--- config.mk ---
export PLATFORM = sky130hd
export DESIGN_NAME = capacity_admission_queue_core
export DESIGN_NICKNAME = d
export VERILOG_FILES = /design/src/rtl/core/caq_pkg.sv /design/src/rtl/core/caq_ctrl.sv /design/src/rtl/core/caq_dp.sv /design/src/rtl/core/capacity_admission_queue_core.sv
export SDC_FILE = /design/constraint.sdc
export NUM_CORES = 2
export LEC_CHECK = 0
export BUFFER_PORTS_ARGS = -buffer_cell sky130_fd_sc_hd__clkbuf_2
export CAP_MARGIN = 20
export CELL_PAD_IN_SITES_DETAIL_PLACEMENT = 1
export CELL_PAD_IN_SITES_GLOBAL_PLACEMENT = 1
export CORE_MARGIN = 2
export CORE_UTILIZATION = 45
export CTS_CLUSTER_SIZE = 28
export DETAILED_ROUTE_END_ITERATION = 10
export GPL_ROUTABILITY_DRIVEN = 0
export PLACE_DENSITY_LB_ADDON = 0.3
export REMOVE_ABC_BUFFERS = 1
export SLEW_MARGIN = 20
export SYNTH_ARGS = -nofsm -noshare
export SYNTH_HDL_FRONTEND = slang
export SYNTH_SLANG_ARGS = --single-unit
--- constraint.sdc ---
create_clock -name clk -period 11 [get_ports clk]
set_input_delay 2.2 -clock clk [delete_from_list [all_inputs] [get_ports clk]]
set_output_delay 2.2 -clock clk [all_outputs]
set_load 0.01 [all_outputs]
--- src/rtl/core/caq_pkg.sv ---
// caq_pkg: shared types, codes and helpers of the capacity admission queue
// used by caq_ctrl, caq_dp and capacity_admission_queue_core; no dependencies
package caq_pkg;

  localparam int AMT_W = 32;
  localparam int ID_W = 16;
  localparam int MODE_W = 2;
  localparam int STATUS_W = 4;

  // most retry ids handed out by one drain
  localparam int MAX_RESULTS = 16;
  localparam int NRES_W = $clog2(MAX_RESULTS + 1);

  localparam logic [MODE_W-1:0] MODE_REQUEST = 2'd0;
  localparam logic [MODE_W-1:0] MODE_RELEASE = 2'd1;
  localparam logic [MODE_W-1:0] MODE_DRAIN = 2'd2;
  localparam logic [MODE_W-1:0] MODE_STOP = 2'd3;

  localparam logic [STATUS_W-1:0] ST_GRANTED = 4'd0;
  localparam logic [STATUS_W-1:0] ST_QUEUED = 4'd1;
  localparam logic [STATUS_W-1:0] ST_TOO_LARGE = 4'd2;
  localparam logic [STATUS_W-1:0] ST_QUEUE_FULL = 4'd3;
  localparam logic [STATUS_W-1:0] ST_HEAD_FITS = 4'd4;
  localparam logic [STATUS_W-1:0] ST_NONE_FITS = 4'd5;
  localparam logic [STATUS_W-1:0] ST_RETRY_ID = 4'd6;
  localparam logic [STATUS_W-1:0] ST_NO_RETRY = 4'd7;
  localparam logic [STATUS_W-1:0] ST_STOPPED = 4'd8;
  localparam logic [STATUS_W-1:0] ST_REFUSED = 4'd9;

  typedef enum logic [1:0] {
    S_IDLE,
    S_EXEC,
    S_DRAIN
  } state_t;

  typedef struct packed {
    logic [ID_W-1:0]  id;
    logic [AMT_W-1:0] amt;
  } entry_t;

  typedef struct packed {
    logic load_item;
    logic exec;
    logic drain_step;
  } cmd_t;

  typedef struct packed {
    logic drain_go;
    logic drain_done;
    logic out_free;
  } sts_t;

  // budget left over above taken, zero when capacity sits at or below it
  function automatic logic [AMT_W-1:0] unused_budget(input logic [AMT_W-1:0] cap,
                                                     input logic [AMT_W-1:0] taken);
    logic [AMT_W-1:0] res;
    res = (taken >= cap) ? '0 : cap - taken;
    return res;
  endfunction

endpackage

--- src/rtl/core/caq_ctrl.sv ---
// caq_ctrl: sequencing state machine of the capacity admission queue
// depends on caq_pkg; drives commands into caq_dp and reads its status
module caq_ctrl (
  input  logic          clk,
  input  logic          rst_n,
  input  logic          in_valid,
  output logic          in_stall,
  input  caq_pkg::sts_t sts,
  output caq_pkg::cmd_t cmd
);

  caq_pkg::state_t state_r;
  caq_pkg::state_t state_nxt;

  always_ff @(posedge clk) begin
    if (!rst_n) begin
      state_r <= caq_pkg::S_IDLE;
    end else begin
      state_r <= state_nxt;
    end
  end

  always_comb begin
    state_nxt = state_r;
    case (state_r)
      caq_pkg::S_IDLE: begin
        if (in_valid) begin
          state_nxt = caq_pkg::S_EXEC;
        end
      end
      caq_pkg::S_EXEC: begin
        if (sts.out_free) begin
          state_nxt = sts.drain_go ? caq_pkg::S_DRAIN : caq_pkg::S_IDLE;
        end
      end
      caq_pkg::S_DRAIN: begin
        if (sts.out_free && sts.drain_done) begin
          state_nxt = caq_pkg::S_IDLE;
        end
      end
      default: state_nxt = caq_pkg::S_IDLE;
    endcase
  end

  always_comb begin
    in_stall = 1'b1;
    cmd = '0;
    case (state_r)
      caq_pkg::S_IDLE: begin
        in_stall = 1'b0;
        cmd.load_item = in_valid;
      end
      caq_pkg::S_EXEC: begin
        cmd.exec = sts.out_free;
      end
      caq_pkg::S_DRAIN: begin
        cmd.drain_step = sts.out_free;
      end
      default: begin
        in_stall = 1'b1;
      end
    endcase
  end

endmodule

--- src/rtl/core/caq_dp.sv ---
// caq_dp: budget, waiter fifo, drain walker and output register
// depends on caq_pkg; commanded by caq_ctrl
module caq_dp #(
  parameter int QUEUE_DEPTH = 16
) (
  input  logic                         clk,
  input  logic                         rst_n,
  input  caq_pkg::cmd_t                cmd,
  output caq_pkg::sts_t                sts,
  input  logic                         cfg_wr_en,
  input  logic [caq_pkg::AMT_W-1:0]    cfg_wr_data,
  input  logic [caq_pkg::MODE_W-1:0]   in_mode,
  input  logic [caq_pkg::ID_W-1:0]     in_requester_id,
  input  logic [caq_pkg::AMT_W-1:0]    in_amount,
  output logic                         out_valid,
  input  logic                         out_stall,
  output logic [caq_pkg::STATUS_W-1:0] out_status,
  output logic [caq_pkg::ID_W-1:0]     out_released_id,
  output logic                         out_last
);

  localparam int PTR_W = (QUEUE_DEPTH > 1) ? $clog2(QUEUE_DEPTH) : 1;
  localparam int CNT_W = $clog2(QUEUE_DEPTH + 1);
  localparam int SUM_W = PTR_W + 1;
  localparam logic [PTR_W-1:0] LAST_SLOT = PTR_W'(QUEUE_DEPTH - 1);
  localparam logic [CNT_W-1:0] FULL_CNT = CNT_W'(QUEUE_DEPTH);
  localparam logic [SUM_W-1:0] DEPTH_SUM = SUM_W'(QUEUE_DEPTH);

  // budget and queue control
  logic [caq_pkg::AMT_W-1:0] cap_r, cap_nxt;
  logic [caq_pkg::AMT_W-1:0] used_r, used_nxt;
  logic [PTR_W-1:0]          head_r, head_nxt;
  logic [CNT_W-1:0]          count_r, count_nxt;
  logic                      stopped_r, stopped_nxt;

  // latched transaction
  logic [caq_pkg::MODE_W-1:0] mode_r;
  logic [caq_pkg::ID_W-1:0]   rid_r;
  logic [caq_pkg::AMT_W-1:0]  amt_r;

  // drain walker
  logic [caq_pkg::AMT_W-1:0] run_r, run_nxt;
  logic [caq_pkg::NRES_W-1:0] nres_r, nres_nxt;
  logic                      pend_r, pend_nxt;
  logic [caq_pkg::ID_W-1:0]  pend_id_r, pend_id_nxt;

  // output register
  logic                         oval_r, oval_nxt;
  logic [caq_pkg::STATUS_W-1:0] ost_r, ost_nxt;
  logic [caq_pkg::ID_W-1:0]     oid_r, oid_nxt;
  logic                         olast_r, olast_nxt;
  logic                         out_load;

  // waiter memory
  caq_pkg::entry_t  mem [QUEUE_DEPTH];
  caq_pkg::entry_t  rd_r;
  logic             wr_en;
  logic [PTR_W-1:0] wr_addr;
  logic [SUM_W-1:0] slot_sum;

  logic [caq_pkg::AMT_W-1:0] rel_used;
  logic                      drain_fit;

  assign slot_sum = {1'b0, head_r} + SUM_W'(count_r);
  assign wr_addr = (slot_sum >= DEPTH_SUM) ? PTR_W'(slot_sum - DEPTH_SUM)
                                           : PTR_W'(slot_sum);
  assign rel_used = (used_r >= amt_r) ? used_r - amt_r : '0;

  assign drain_fit = (count_r != '0) &&
                     (nres_r < caq_pkg::NRES_W'(caq_pkg::MAX_RESULTS)) &&
                     (rd_r.amt <= caq_pkg::unused_budget(cap_r, run_r));

  assign sts.out_free = !oval_r || !out_stall;
  assign sts.drain_go = (mode_r == caq_pkg::MODE_DRAIN) && !stopped_r;
  assign sts.drain_done = !drain_fit;

  always_comb begin
    cap_nxt = cfg_wr_en ? cfg_wr_data : cap_r;
    used_nxt = used_r;
    head_nxt = head_r;
    count_nxt = count_r;
    stopped_nxt = stopped_r;
    run_nxt = run_r;
    nres_nxt = nres_r;
    pend_nxt = pend_r;
    pend_id_nxt = pend_id_r;
    wr_en = 1'b0;
    out_load = 1'b0;
    ost_nxt = ost_r;
    oid_nxt = '0;
    olast_nxt = 1'b1;

    if (cmd.exec) begin
      out_load = 1'b1;
      case (mode_r)
        caq_pkg::MODE_REQUEST: begin
          if (stopped_r) begin
            ost_nxt = caq_pkg::ST_REFUSED;
          end else if (amt_r > cap_r) begin
            ost_nxt = caq_pkg::ST_TOO_LARGE;
          end else if (amt_r <= caq_pkg::unused_budget(cap_r, used_r)) begin
            ost_nxt = caq_pkg::ST_GRANTED;
            used_nxt = used_r + amt_r;
          end else if (count_r == FULL_CNT) begin
            ost_nxt = caq_pkg::ST_QUEUE_FULL;
          end else begin
            ost_nxt = caq_pkg::ST_QUEUED;
            wr_en = 1'b1;
            count_nxt = count_r + 1'b1;
          end
        end
        caq_pkg::MODE_RELEASE: begin
          used_nxt = rel_used;
          if ((count_r != '0) && (rd_r.amt <= caq_pkg::unused_budget(cap_r, rel_used))) begin
            ost_nxt = caq_pkg::ST_HEAD_FITS;
          end else begin
            ost_nxt = caq_pkg::ST_NONE_FITS;
          end
        end
        caq_pkg::MODE_DRAIN: begin
          if (stopped_r) begin
            ost_nxt = caq_pkg::ST_REFUSED;
          end else begin
            // walker starts; results come from the drain steps
            out_load = 1'b0;
            run_nxt = used_r;
            nres_nxt = '0;
            pend_nxt = 1'b0;
          end
        end
        caq_pkg::MODE_STOP: begin
          ost_nxt = caq_pkg::ST_STOPPED;
          stopped_nxt = 1'b1;
          head_nxt = '0;
          count_nxt = '0;
        end
        default: ost_nxt = caq_pkg::ST_REFUSED;
      endcase
    end else if (cmd.drain_step) begin
      if (drain_fit) begin
        run_nxt = run_r + rd_r.amt;
        nres_nxt = nres_r + 1'b1;
        head_nxt = (head_r == LAST_SLOT) ? '0 : head_r + 1'b1;
        count_nxt = count_r - 1'b1;
        pend_nxt = 1'b1;
        pend_id_nxt = rd_r.id;
        // previous id is known not to be the final one now
        out_load = pend_r;
        ost_nxt = caq_pkg::ST_RETRY_ID;
        oid_nxt = pend_id_r;
        olast_nxt = 1'b0;
      end else begin
        out_load = 1'b1;
        pend_nxt = 1'b0;
        if (pend_r) begin
          ost_nxt = caq_pkg::ST_RETRY_ID;
          oid_nxt = pend_id_r;
        end else begin
          ost_nxt = caq_pkg::ST_NO_RETRY;
        end
      end
    end

    if (out_load) begin
      oval_nxt = 1'b1;
    end else if (oval_r && !out_stall) begin
      oval_nxt = 1'b0;
    end else begin
      oval_nxt = oval_r;
    end
  end

  always_ff @(posedge clk) begin
    if (!rst_n) begin
      cap_r <= '1;
      used_r <= '0;
      head_r <= '0;
      count_r <= '0;
      stopped_r <= 1'b0;
      nres_r <= '0;
      pend_r <= 1'b0;
      oval_r <= 1'b0;
    end else begin
      cap_r <= cap_nxt;
      used_r <= used_nxt;
      head_r <= head_nxt;
      count_r <= count_nxt;
      stopped_r <= stopped_nxt;
      nres_r <= nres_nxt;
      pend_r <= pend_nxt;
      oval_r <= oval_nxt;
    end
  end

  always_ff @(posedge clk) begin
    run_r <= run_nxt;
    pend_id_r <= pend_id_nxt;
    if (cmd.load_item) begin
      mode_r <= in_mode;
      rid_r <= in_requester_id;
      amt_r <= in_amount;
    end
    if (out_load) begin
      ost_r <= ost_nxt;
      oid_r <= oid_nxt;
      olast_r <= olast_nxt;
    end
  end

  // read port follows the next head so a pop shows in rd_r in the cycle after it
  always_ff @(posedge clk) begin
    if (wr_en) begin
      mem[wr_addr] <= '{id: rid_r, amt: amt_r};
    end
    rd_r <= mem[head_nxt];
  end

  assign out_valid = oval_r;
  assign out_status = ost_r;
  assign out_released_id = oid_r;
  assign out_last = olast_r;

  a_count_bound: assert property (@(posedge clk) disable iff (!rst_n)
    count_r <= FULL_CNT)
    else $error("waiter count beyond queue depth");

  a_stop_empty: assert property (@(posedge clk) disable iff (!rst_n)
    stopped_r |-> (count_r == '0))
    else $error("waiters present after stop");

  a_no_overwrite: assert property (@(posedge clk) disable iff (!rst_n)
    (oval_r && out_stall) |-> !out_load)
    else $error("stalled result overwritten");

  a_drain_limit: assert property (@(posedge clk) disable iff (!rst_n)
    nres_r <= caq_pkg::NRES_W'(caq_pkg::MAX_RESULTS))
    else $error("drain handed out too many ids");

  a_pop_moves_head: assert property (@(posedge clk) disable iff (!rst_n)
    (cmd.drain_step && drain_fit) |=> (count_r == $past(count_r) - 1'b1))
    else $error("drain pop did not shrink the queue");

endmodule

--- src/rtl/core/capacity_admission_queue_core.sv ---
// capacity_admission_queue_core: top level of the capacity admission queue
// depends on caq_pkg, caq_ctrl and caq_dp
//
//   channel | direction | handshake            | payload
//   in_     | input     | in_valid / in_stall  | mode, requester_id, amount
//   out_    | output    | out_valid / out_stall| status, released_id, last
//   cfg_    | input     | cfg_wr_en            | cfg_wr_data (capacity)
//
// request, release and stop pass the accept cycle in S_IDLE, then an execute step in S_EXEC
// that loads the result register once the output is free
// a drain passes the accept cycle, the execute step, a drain step for each id handed out and a
// closing step for the final result; while the output is free the walker pops one fifo entry
// per cycle through the memory's registered read port
// reset is synchronous, sets capacity to all ones, clears used budget, fifo pointers and stop flag; no clearing pass
// a stalled output holds the walker; a new transaction is accepted while a result waits
module capacity_admission_queue_core #(
  parameter int QUEUE_DEPTH = 16
) (
  input  logic                         clk,
  input  logic                         rst_n,
  input  logic                         cfg_wr_en,
  input  logic [caq_pkg::AMT_W-1:0]    cfg_wr_data,
  input  logic                         in_valid,
  output logic                         in_stall,
  input  logic [caq_pkg::MODE_W-1:0]   in_mode,
  input  logic [caq_pkg::ID_W-1:0]     in_requester_id,
  input  logic [caq_pkg::AMT_W-1:0]    in_amount,
  output logic                         out_valid,
  input  logic                         out_stall,
  output logic [caq_pkg::STATUS_W-1:0] out_status,
  output logic [caq_pkg::ID_W-1:0]     out_released_id,
  output logic                         out_last
);

  caq_pkg::cmd_t cmd;
  caq_pkg::sts_t sts;

  caq_ctrl u_ctrl (
    .clk      (clk),
    .rst_n    (rst_n),
    .in_valid (in_valid),
    .in_stall (in_stall),
    .sts      (sts),
    .cmd      (cmd)
  );

  caq_dp #(
    .QUEUE_DEPTH (QUEUE_DEPTH)
  ) u_dp (
    .clk             (clk),
    .rst_n           (rst_n),
    .cmd             (cmd),
    .sts             (sts),
    .cfg_wr_en       (cfg_wr_en),
    .cfg_wr_data     (cfg_wr_data),
    .in_mode         (in_mode),
    .in_requester_id (in_requester_id),
    .in_amount       (in_amount),
    .out_valid       (out_valid),
    .out_stall       (out_stall),
    .out_status      (out_status),
    .out_released_id (out_released_id),
    .out_last        (out_last)
  );

endmodule
== After elaboration in Yosys (flattened, before gate mapping) ==
Memory sizes are Yosys's and may differ from the RTL's. A register that Yosys moved wholly into a read port is not among the register bits.
Index checks and enable logic that the tools add are counted.

* Bitwise operators: 2
* Reductions and logical operators: 27
* $add $sub $neg: 12
* Mux-type cells: 75
* Order comparisons: 10
* Equality and inequality tests: 21

{| class="wikitable"
|+ Operators by type and width
! kind !! count
|-
| $mux W32 || 12
|-
| $ge A32 B32 Y1 || 4
|-
| $sub A32 B32 Y32 || 4
|-
| $le A32 B32 Y1 || 3
|-
| $add A32 B32 Y32 || 2
|-
| $pmux W32 S2 || 1
|-
| $mux W5 || 12
|-
| $mux W4 || 13
|-
| $gt A32 B32 Y1 || 1
|-
| $mux W16 || 2
|-
| $mux W1 || 27
|-
| $pmux W4 S4 || 1
|-
| $ne A3 B3 Y1 const B || 4
|-
| $reduce_and A3 Y1 || 4
|-
| $add A5 B1 Y5 const B || 2
|-
| $mux W2 || 5
|-
| $pmux W5 S2 || 1
|-
| $ne A2 B1 Y1 const B || 4
|-
| $ne A2 B2 Y1 const B || 4
|-
| $reduce_bool A2 Y1 || 4
|-
| $reduce_and A7 Y1 || 1
|-
| $eq A2 B2 Y1 const B || 3
|-
| $logic_and A1 B1 Y1 || 6
|-
| $pmux W2 S3 || 1
|-
| 20 further kinds || 26
|}

* Memory bits (writable): 768
* Output and inout bits: 23
* Register bits: 202
* Word-level logic and storage cells: 165
* Memories kept: 1
* Bits of input ports: 87

{| class="wikitable"
|+ Memories
! name !! words !! width !! read ports !! clocked after Yosys merged registers in !! wr ports !! line !! RTL
|-
| u_dp.mem || 16 || 48 || 1 || 1 || 1 || caq_dp.sv:55 || <nowiki>caq_pkg::entry_t mem [QUEUE_DEPTH];</nowiki>
|}

== Longest topological paths before layout ==
* Depth in word-level cells: 10
* Mapped depth: 40
* Depth with buffers taken out: 37

== By module ==
From an unflattened synthesis, not the netlist that was laid out.

* Cell total of the unflattened synthesis: 4406
* Area total of the unflattened synthesis: 51210.4 µm²

{| class="wikitable"
|+ Modules (own cells, without submodules)
! module !! cells each !! instances !! area an instance (µm²) !! seq. area each (µm²)
|-
| caq_dp || 4392 || 1 || 51091.5 || 29218.0
|-
| caq_ctrl || 14 || 1 || 118.9 || 40.0
|}

== Least setup slack after synthesis ==
Ideal clock, no wire load.

* Path kind: register -> register
* Start point: reg u_dp.cap_r[0] (netlist name)
* End point: mem u_dp.mem[12][0] (netlist name) (enable)
* Period minus slack after synthesis: 7.807 ns
* Setup slack: 3.193 ns
* Buffers on the path: 2
* Data required time: 10.546 ns
* Cell stages (with the launch flop): 26
* Arrival: 7.354 ns
* Setup time: 0.454 ns
* Path through: dfxtp_1 -> inv_1 -> ha_1 -> inv_1 -> fa_1 -> a21o_1 -> a21o_1 -> a2111oi_0 -> o31ai_1 -> a21oi_1 -> o41ai_2 -> a21oi_1 -> a31oi_1 -> clkbuf_1 -> clkbuf_1 -> nand2_1 -> ha_1 -> and4_1 -> nand3_1 -> or3_1 -> a41oi_1 -> nor4b_1 -> a31o_2 -> or4_1 -> or3_1 -> nor2_1

* Cells in the longest elaborated chain, start to end: 10
* Elaborated cells between the ends (all ways): 12
* Those cells by class: 1 x add/sub; 3 x order compare; 8 x mux

{| class="wikitable"
|+ Ends and longest elaborated chain
! element !! line !! RTL
|-
| start, declared || caq_dp.sv:30 || <nowiki>logic [caq_pkg::AMT_W-1:0] cap_r, cap_nxt;</nowiki>
|-
| start signal, assigned || caq_dp.sv:184 || <nowiki>cap_r <= cap_nxt;</nowiki>
|-
| $sub A32 B32 Y32 / $ge A32 B32 Y1 (equally long branches) || caq_pkg.sv:57 || <nowiki>res = (taken >= cap) ? '0 : cap - taken;</nowiki>
|-
| $mux W32 || caq_pkg.sv:57 ||
|-
| $le A32 B32 Y1 || caq_dp.sv:101 || <nowiki>end else if (amt_r <= caq_pkg::unused_budget(cap_r, used_r)) begin</nowiki>
|-
| $mux W1 || caq_dp.sv:101 ||
|-
| $mux W1 (*) || caq_dp.sv:99 || <nowiki>end else if (amt_r > cap_r) begin</nowiki>
|-
| $mux W1 (*) || caq_dp.sv:97 || <nowiki>if (stopped_r) begin</nowiki>
|-
| $mux W1 (*) || caq_dp.sv:95 || <nowiki>case (mode_r)</nowiki>
|-
| $mux W1 (*) || caq_dp.sv:93 || <nowiki>if (cmd.exec) begin</nowiki>
|-
| $mux W1 (*) || caq_dp.sv:212 || <nowiki>if (wr_en) begin</nowiki>
|-
| $mux W1 (not written as such) (*) || caq_dp.sv:213 || <nowiki>mem[wr_addr] <= '{id: rid_r, amt: amt_r};</nowiki>
|-
| end, declared || caq_dp.sv:55 ||
|}

Mark *: on every way between the ends. The rest lies on a longest branch, timed or not.

== Final worst setup path ==
* Start point: reg u_dp.amt_r[6] (netlist name)
* End point: reg u_dp.ost_r (netlist bit u_dp.out_status[0]), data pin

* Cells in the longest elaborated chain, start to end: 9
* Elaborated cells between the ends (all ways): 16
* Those cells by class: 2 x add/sub; 5 x order compare; 8 x mux; 1 x reduce/logical

{| class="wikitable"
|+ Ends and longest elaborated chain
! element !! line !! RTL
|-
| start, declared || caq_dp.sv:39 || <nowiki>logic [caq_pkg::AMT_W-1:0] amt_r;</nowiki>
|-
| start signal, assigned || caq_dp.sv:201 || <nowiki>amt_r <= in_amount;</nowiki>
|-
| $sub A32 B32 Y32 / $ge A32 B32 Y1 (equally long branches) || caq_dp.sv:67 || <nowiki>assign rel_used = (used_r >= amt_r) ? used_r - amt_r : '0;</nowiki>
|-
| $mux W32 || caq_dp.sv:67 ||
|-
| $sub A32 B32 Y32 / $ge A32 B32 Y1 (equally long branches) || caq_pkg.sv:57 ||
|-
| $mux W32 || caq_pkg.sv:57 ||
|-
| $le A32 B32 Y1 || caq_dp.sv:114 || <nowiki>if ((count_r != '0) && (rd_r.amt <= caq_pkg::unused_budget(cap_r, rel_used))) begin</nowiki>
|-
| $logic_and A1 B1 Y1 || caq_dp.sv:114 ||
|-
| $mux W1 || caq_dp.sv:114 ||
|-
| $pmux W4 S4 (*) || caq_dp.sv:95 ||
|-
| $mux W4 (*) || caq_dp.sv:93 ||
|-
| via u_dp.ost_nxt (one bit) || caq_dp.sv:49 || <nowiki>logic [caq_pkg::STATUS_W-1:0] ost_r, ost_nxt;</nowiki>
|-
| end signal, assigned || caq_dp.sv:204 || <nowiki>ost_r <= ost_nxt;</nowiki>
|-
| end, declared || caq_dp.sv:49 ||
|}

The timed path passes the listed nets; every way through them passes the cells marked *.
A chain may end at the register's enable or synchronous reset.

==> impl_metrics.csv <==
group,metric,value,unit
status,status,"finished clean",
timing,relSlewSlack,14.8,%
placed_design,numPortBuffers,109,
routing,drt_iter0_markers,3824,
setup_path,critPathCaptureType,"register",
routing,viasPerCell,6.07,
setup_path,crit_fanout,20,
routing,drc,0,
placed_design,dp_worst_setup_slack,1.48,ns
layout,syn2layout_area_growth,12.4,%
timing,fin_setup_tns,0,ns
power_and_ir_drop,finalPower,9060,uW
grt,antenna_found_initial,1,
floorplanning,num_rows,123,
timing,slew_violations,0,
setup_path,critPathKind,"register to register",
timing,rsz0062_at_grt,"no",
clock_tree,cts_max_path_buffers,3,
layout,final_core_util,51.1,%
clock_tree,cts_setup_buffers,0,
timing,finalSetupViolCount,0,
yosys,synth_cell_type_count,92,
yosys,synth_area_per_cell,11.6,um^2
yosys,synth-edff-count,887,
setup_path,regToRegStartpoint,"u_dp.amt_r[6]",
layout,seqCellArea,0.0293,mm^2
placed_design,dp_hpwl,110,mm
grt,grt_pass1_vias,38128,
clock_tree,cts_made_buffers,107,
grt,grt_use_total,28.7,%
timing,worst_slew_pin_slew,1.28,ns
clock_tree,htreeDepth,3,
layout,finalNonFillerCells,6153,
min_path,whs_path_depth,0,
setup_path,r2r_setup_slack,1.04,ns
yosys,synthCells,4432,
timing,fmax,100,MHz
routing,routed_wl,170,mm
setup_path,worst_r2r_path_depth,35,
clock_tree,cts-root-buf,"clkbuf_16",
floorplanning,initial_core_util,45.5,%
timing,worst_slack,1.04,ns
clock_tree,cts.sinks,1018,
layout,final_cell_mix,"edfxtp_1 (887), nand2_1 (764), ha_1 (325), a21oi_1 (261), inv_1 (196)",
min_path,hp-class,"register to register",
clock_tree,path_clk_slew,0.06,ns
timing,min_period_over_period,90.6,%
layout,drive_gt1_share,10.7,%
yosys,synth-main-ff-cell,"edfxtp_1",
floorplanning,ioPinCount,110,
clock_tree,clk_latency,0.72,ns
yosys,synth_async_sr_flop_share,0,%
grt,grt_max_degree,113,
layout,layout_commonest_cell,"edfxtp_1",
layout,n_fill_cell,11723,
routing,first_pass_iters,5,
grt,grt_pass1_wl,250,mm
setup_path,timing.rr.end,"u_dp.out_status[0]",
min_path,hold_start,"u_dp.rd_r[45]",
floorplanning,dieArea,0.117,mm^2
setup_path,cpLargestDelayFamily,"compound AO/OA/AOI/OAI gates",
clock_tree,cts_hold_buf,0,
yosys,synth_seq_cells,1018,
yosys,yosysSeqAreaShare,57.0,%
timing,min_period,9.96,ns
clock_tree,cts_resized,0,
setup_path,cp.buffers_inverters,2,
timing,hold_viol_final,0,
yosys,yosysWarningCount,0,
clock_tree,cts_tree,"yes",
setup_path,worst_ep_arrival_time,10.50,ns
power_and_ir_drop,powerDensity,157,mW/mm^2
floorplanning,core_area,0.113,mm^2
timing,clock_skew,0.0508,ns
yosys,syn_area,0.0513,mm^2
setup_path,crit_top_cell,"nand2_1",
min_path,min_to,"u_dp.pend_id_r[13]",
routing,drt-wirelength-per-cell,27.6,um
setup_path,cpPeakStageDelay,1.04,ns
layout,multiInputGateArea,0.0206,mm^2
setup_path,startpoint_type,"register",
routing,ant_nets,0,
floorplanning,die_x,342,um
placed_design,dp.cells,5949,
routing,vias,37332,
grt,overflow,0,
power_and_ir_drop,irDropWorstVdd,0.000131,V
layout,nets,4978,
floorplanning,chipHeight,342,um
job,drv_cap,0,
power_and_ir_drop,leakagePower,0.0212,uW
setup_path,critPathSlowestCell,"edfxtp_1",
setup_path,crit_required,11.54,ns
## cell families after synthesis
kind of cell	after synthesis	synth area share [%]
buf+inv	384	3.27
fa+ha+maj	332	8.20
mux	147	2.94
compound gates	971	13.5
flops	1018	57.0
xor+xnor	158	2.70
simple gates	1422	12.3
## worst register-to-register path: cells and delay by family, from the launching register on
family / cells / cell delay (ns)
AOI/OAI and AO/OA: 17 / 4.50
xor gates and xnor gates: 1 / 0.14
adders and majority gates: 4 / 1.36
buffers and inverters: 2 / 0.20
DFF: 1 / 1.04
and+or+nand+nor: 11 / 2.56
## where the power goes
part           internal (uW)  switching [uW]
logic                    375             634
clock network           2130            1590
registers               4250            74.8
## per-layer routing
metal  global-route usage (%)  share of wire [%]
met5                        0                  0
met4                     9.22                3.2
met3                     4.00                6.7
met2                     47.2                 47
met1                     39.1                 43
## worst max path at each step
| stage | depth (start not counted) | slack [ns] | startpoint | endpoint |
|---|---|---|---|---|
| finish | 35 | 1.04 | u_dp.amt_r[6] | u_dp.out_status[0] |
| global route | 33 | 0.45 | u_dp.amt_r[6] | u_dp.out_status[0] |
| CTS | 35 | 1.38 | u_dp.amt_r[6] | u_dp.out_status[0] |
| detailed placement | 35 | 1.48 | u_dp.amt_r[6] | u_dp.out_status[0] |
| global placement | 35 | 1.73 | u_dp.amt_r[6] | u_dp.out_status[0] |
| floorplan | 26 | -4.55 | u_dp.run_r[0] | u_dp.rd_r[46] |
## layout make-up
cell class              count  share of cell area (%)
well taps                1500                    3.25
clock buffers             147                    5.22
diodes                      1                 0.00434
repair buffers            204                    2.65
inverters                 198                    1.29
clock inverters            55                    1.06
flip-flops and latches   1018                    50.7
multi-input cells        3030                    35.8
## through the flow
stage                     hold slack (ns)  instance area (um^2)
final                               0.404                 57700
after global routing                0.407                 57700
after CTS                           0.404                 57600
after detailed placement            0.390                 54000
after global placement              0.386                 54000
after floorplan                     0.386                 50400
## state kept, by name (all words and copies together), names as in the netlist
register / flops
u_dp.mem: 768
u_dp.rd_r: 48
u_dp.amt_r: 32
u_dp.cap_r: 32
u_dp.run_r: 32
u_dp.used_r: 32
u_dp.out_released_id: 16
u_dp.pend_id_r: 16
u_dp.rid_r: 16
u_dp.count_r: 5
u_dp.nres_r: 5
u_dp.head_r: 4
u_dp.out_status: 4
u_ctrl.state_r: 2
u_dp.mode_r: 2
u_dp.out_last: 1
u_dp.out_valid: 1
u_dp.pend_r: 1
u_dp.stopped_r: 1
## synthesized netlist by cell type, drive strengths merged, types with 14 or more instances
| library cell | number | area (um^2) |
|---|---|---|
| mux2i | 144 | 1470 |
| nand2 | 766 | 2890 |
| inv | 198 | 746 |
| a32o | 55 | 551 |
| ha | 325 | 4070 |
| or3 | 16 | 100 |
| a21oi | 263 | 1320 |
| nor4 | 23 | 159 |
| nand4 | 32 | 206 |
| a32oi | 45 | 394 |
| nor2 | 212 | 798 |
| a2111oi | 48 | 671 |
| nand2b | 29 | 181 |
| dfxtp | 131 | 2620 |
| xnor2 | 104 | 911 |
| o21bai | 30 | 225 |
| o211ai | 49 | 373 |
| o21ai | 136 | 699 |
| nor2b | 29 | 181 |
| clkbuf | 94 | 353 |
| buf | 92 | 582 |
| o31ai | 18 | 135 |
| and3 | 61 | 382 |
| a211oi | 30 | 230 |
| edfxtp | 887 | 26600 |
| nor3 | 45 | 235 |
| nand3 | 134 | 676 |
| and2 | 28 | 175 |
| o21a | 23 | 173 |
| a21o | 110 | 826 |
| a31oi | 56 | 350 |
| xor2 | 54 | 473 |
| a22o | 14 | 123 |
Note: power is estimated with default switching activity, not from simulation.
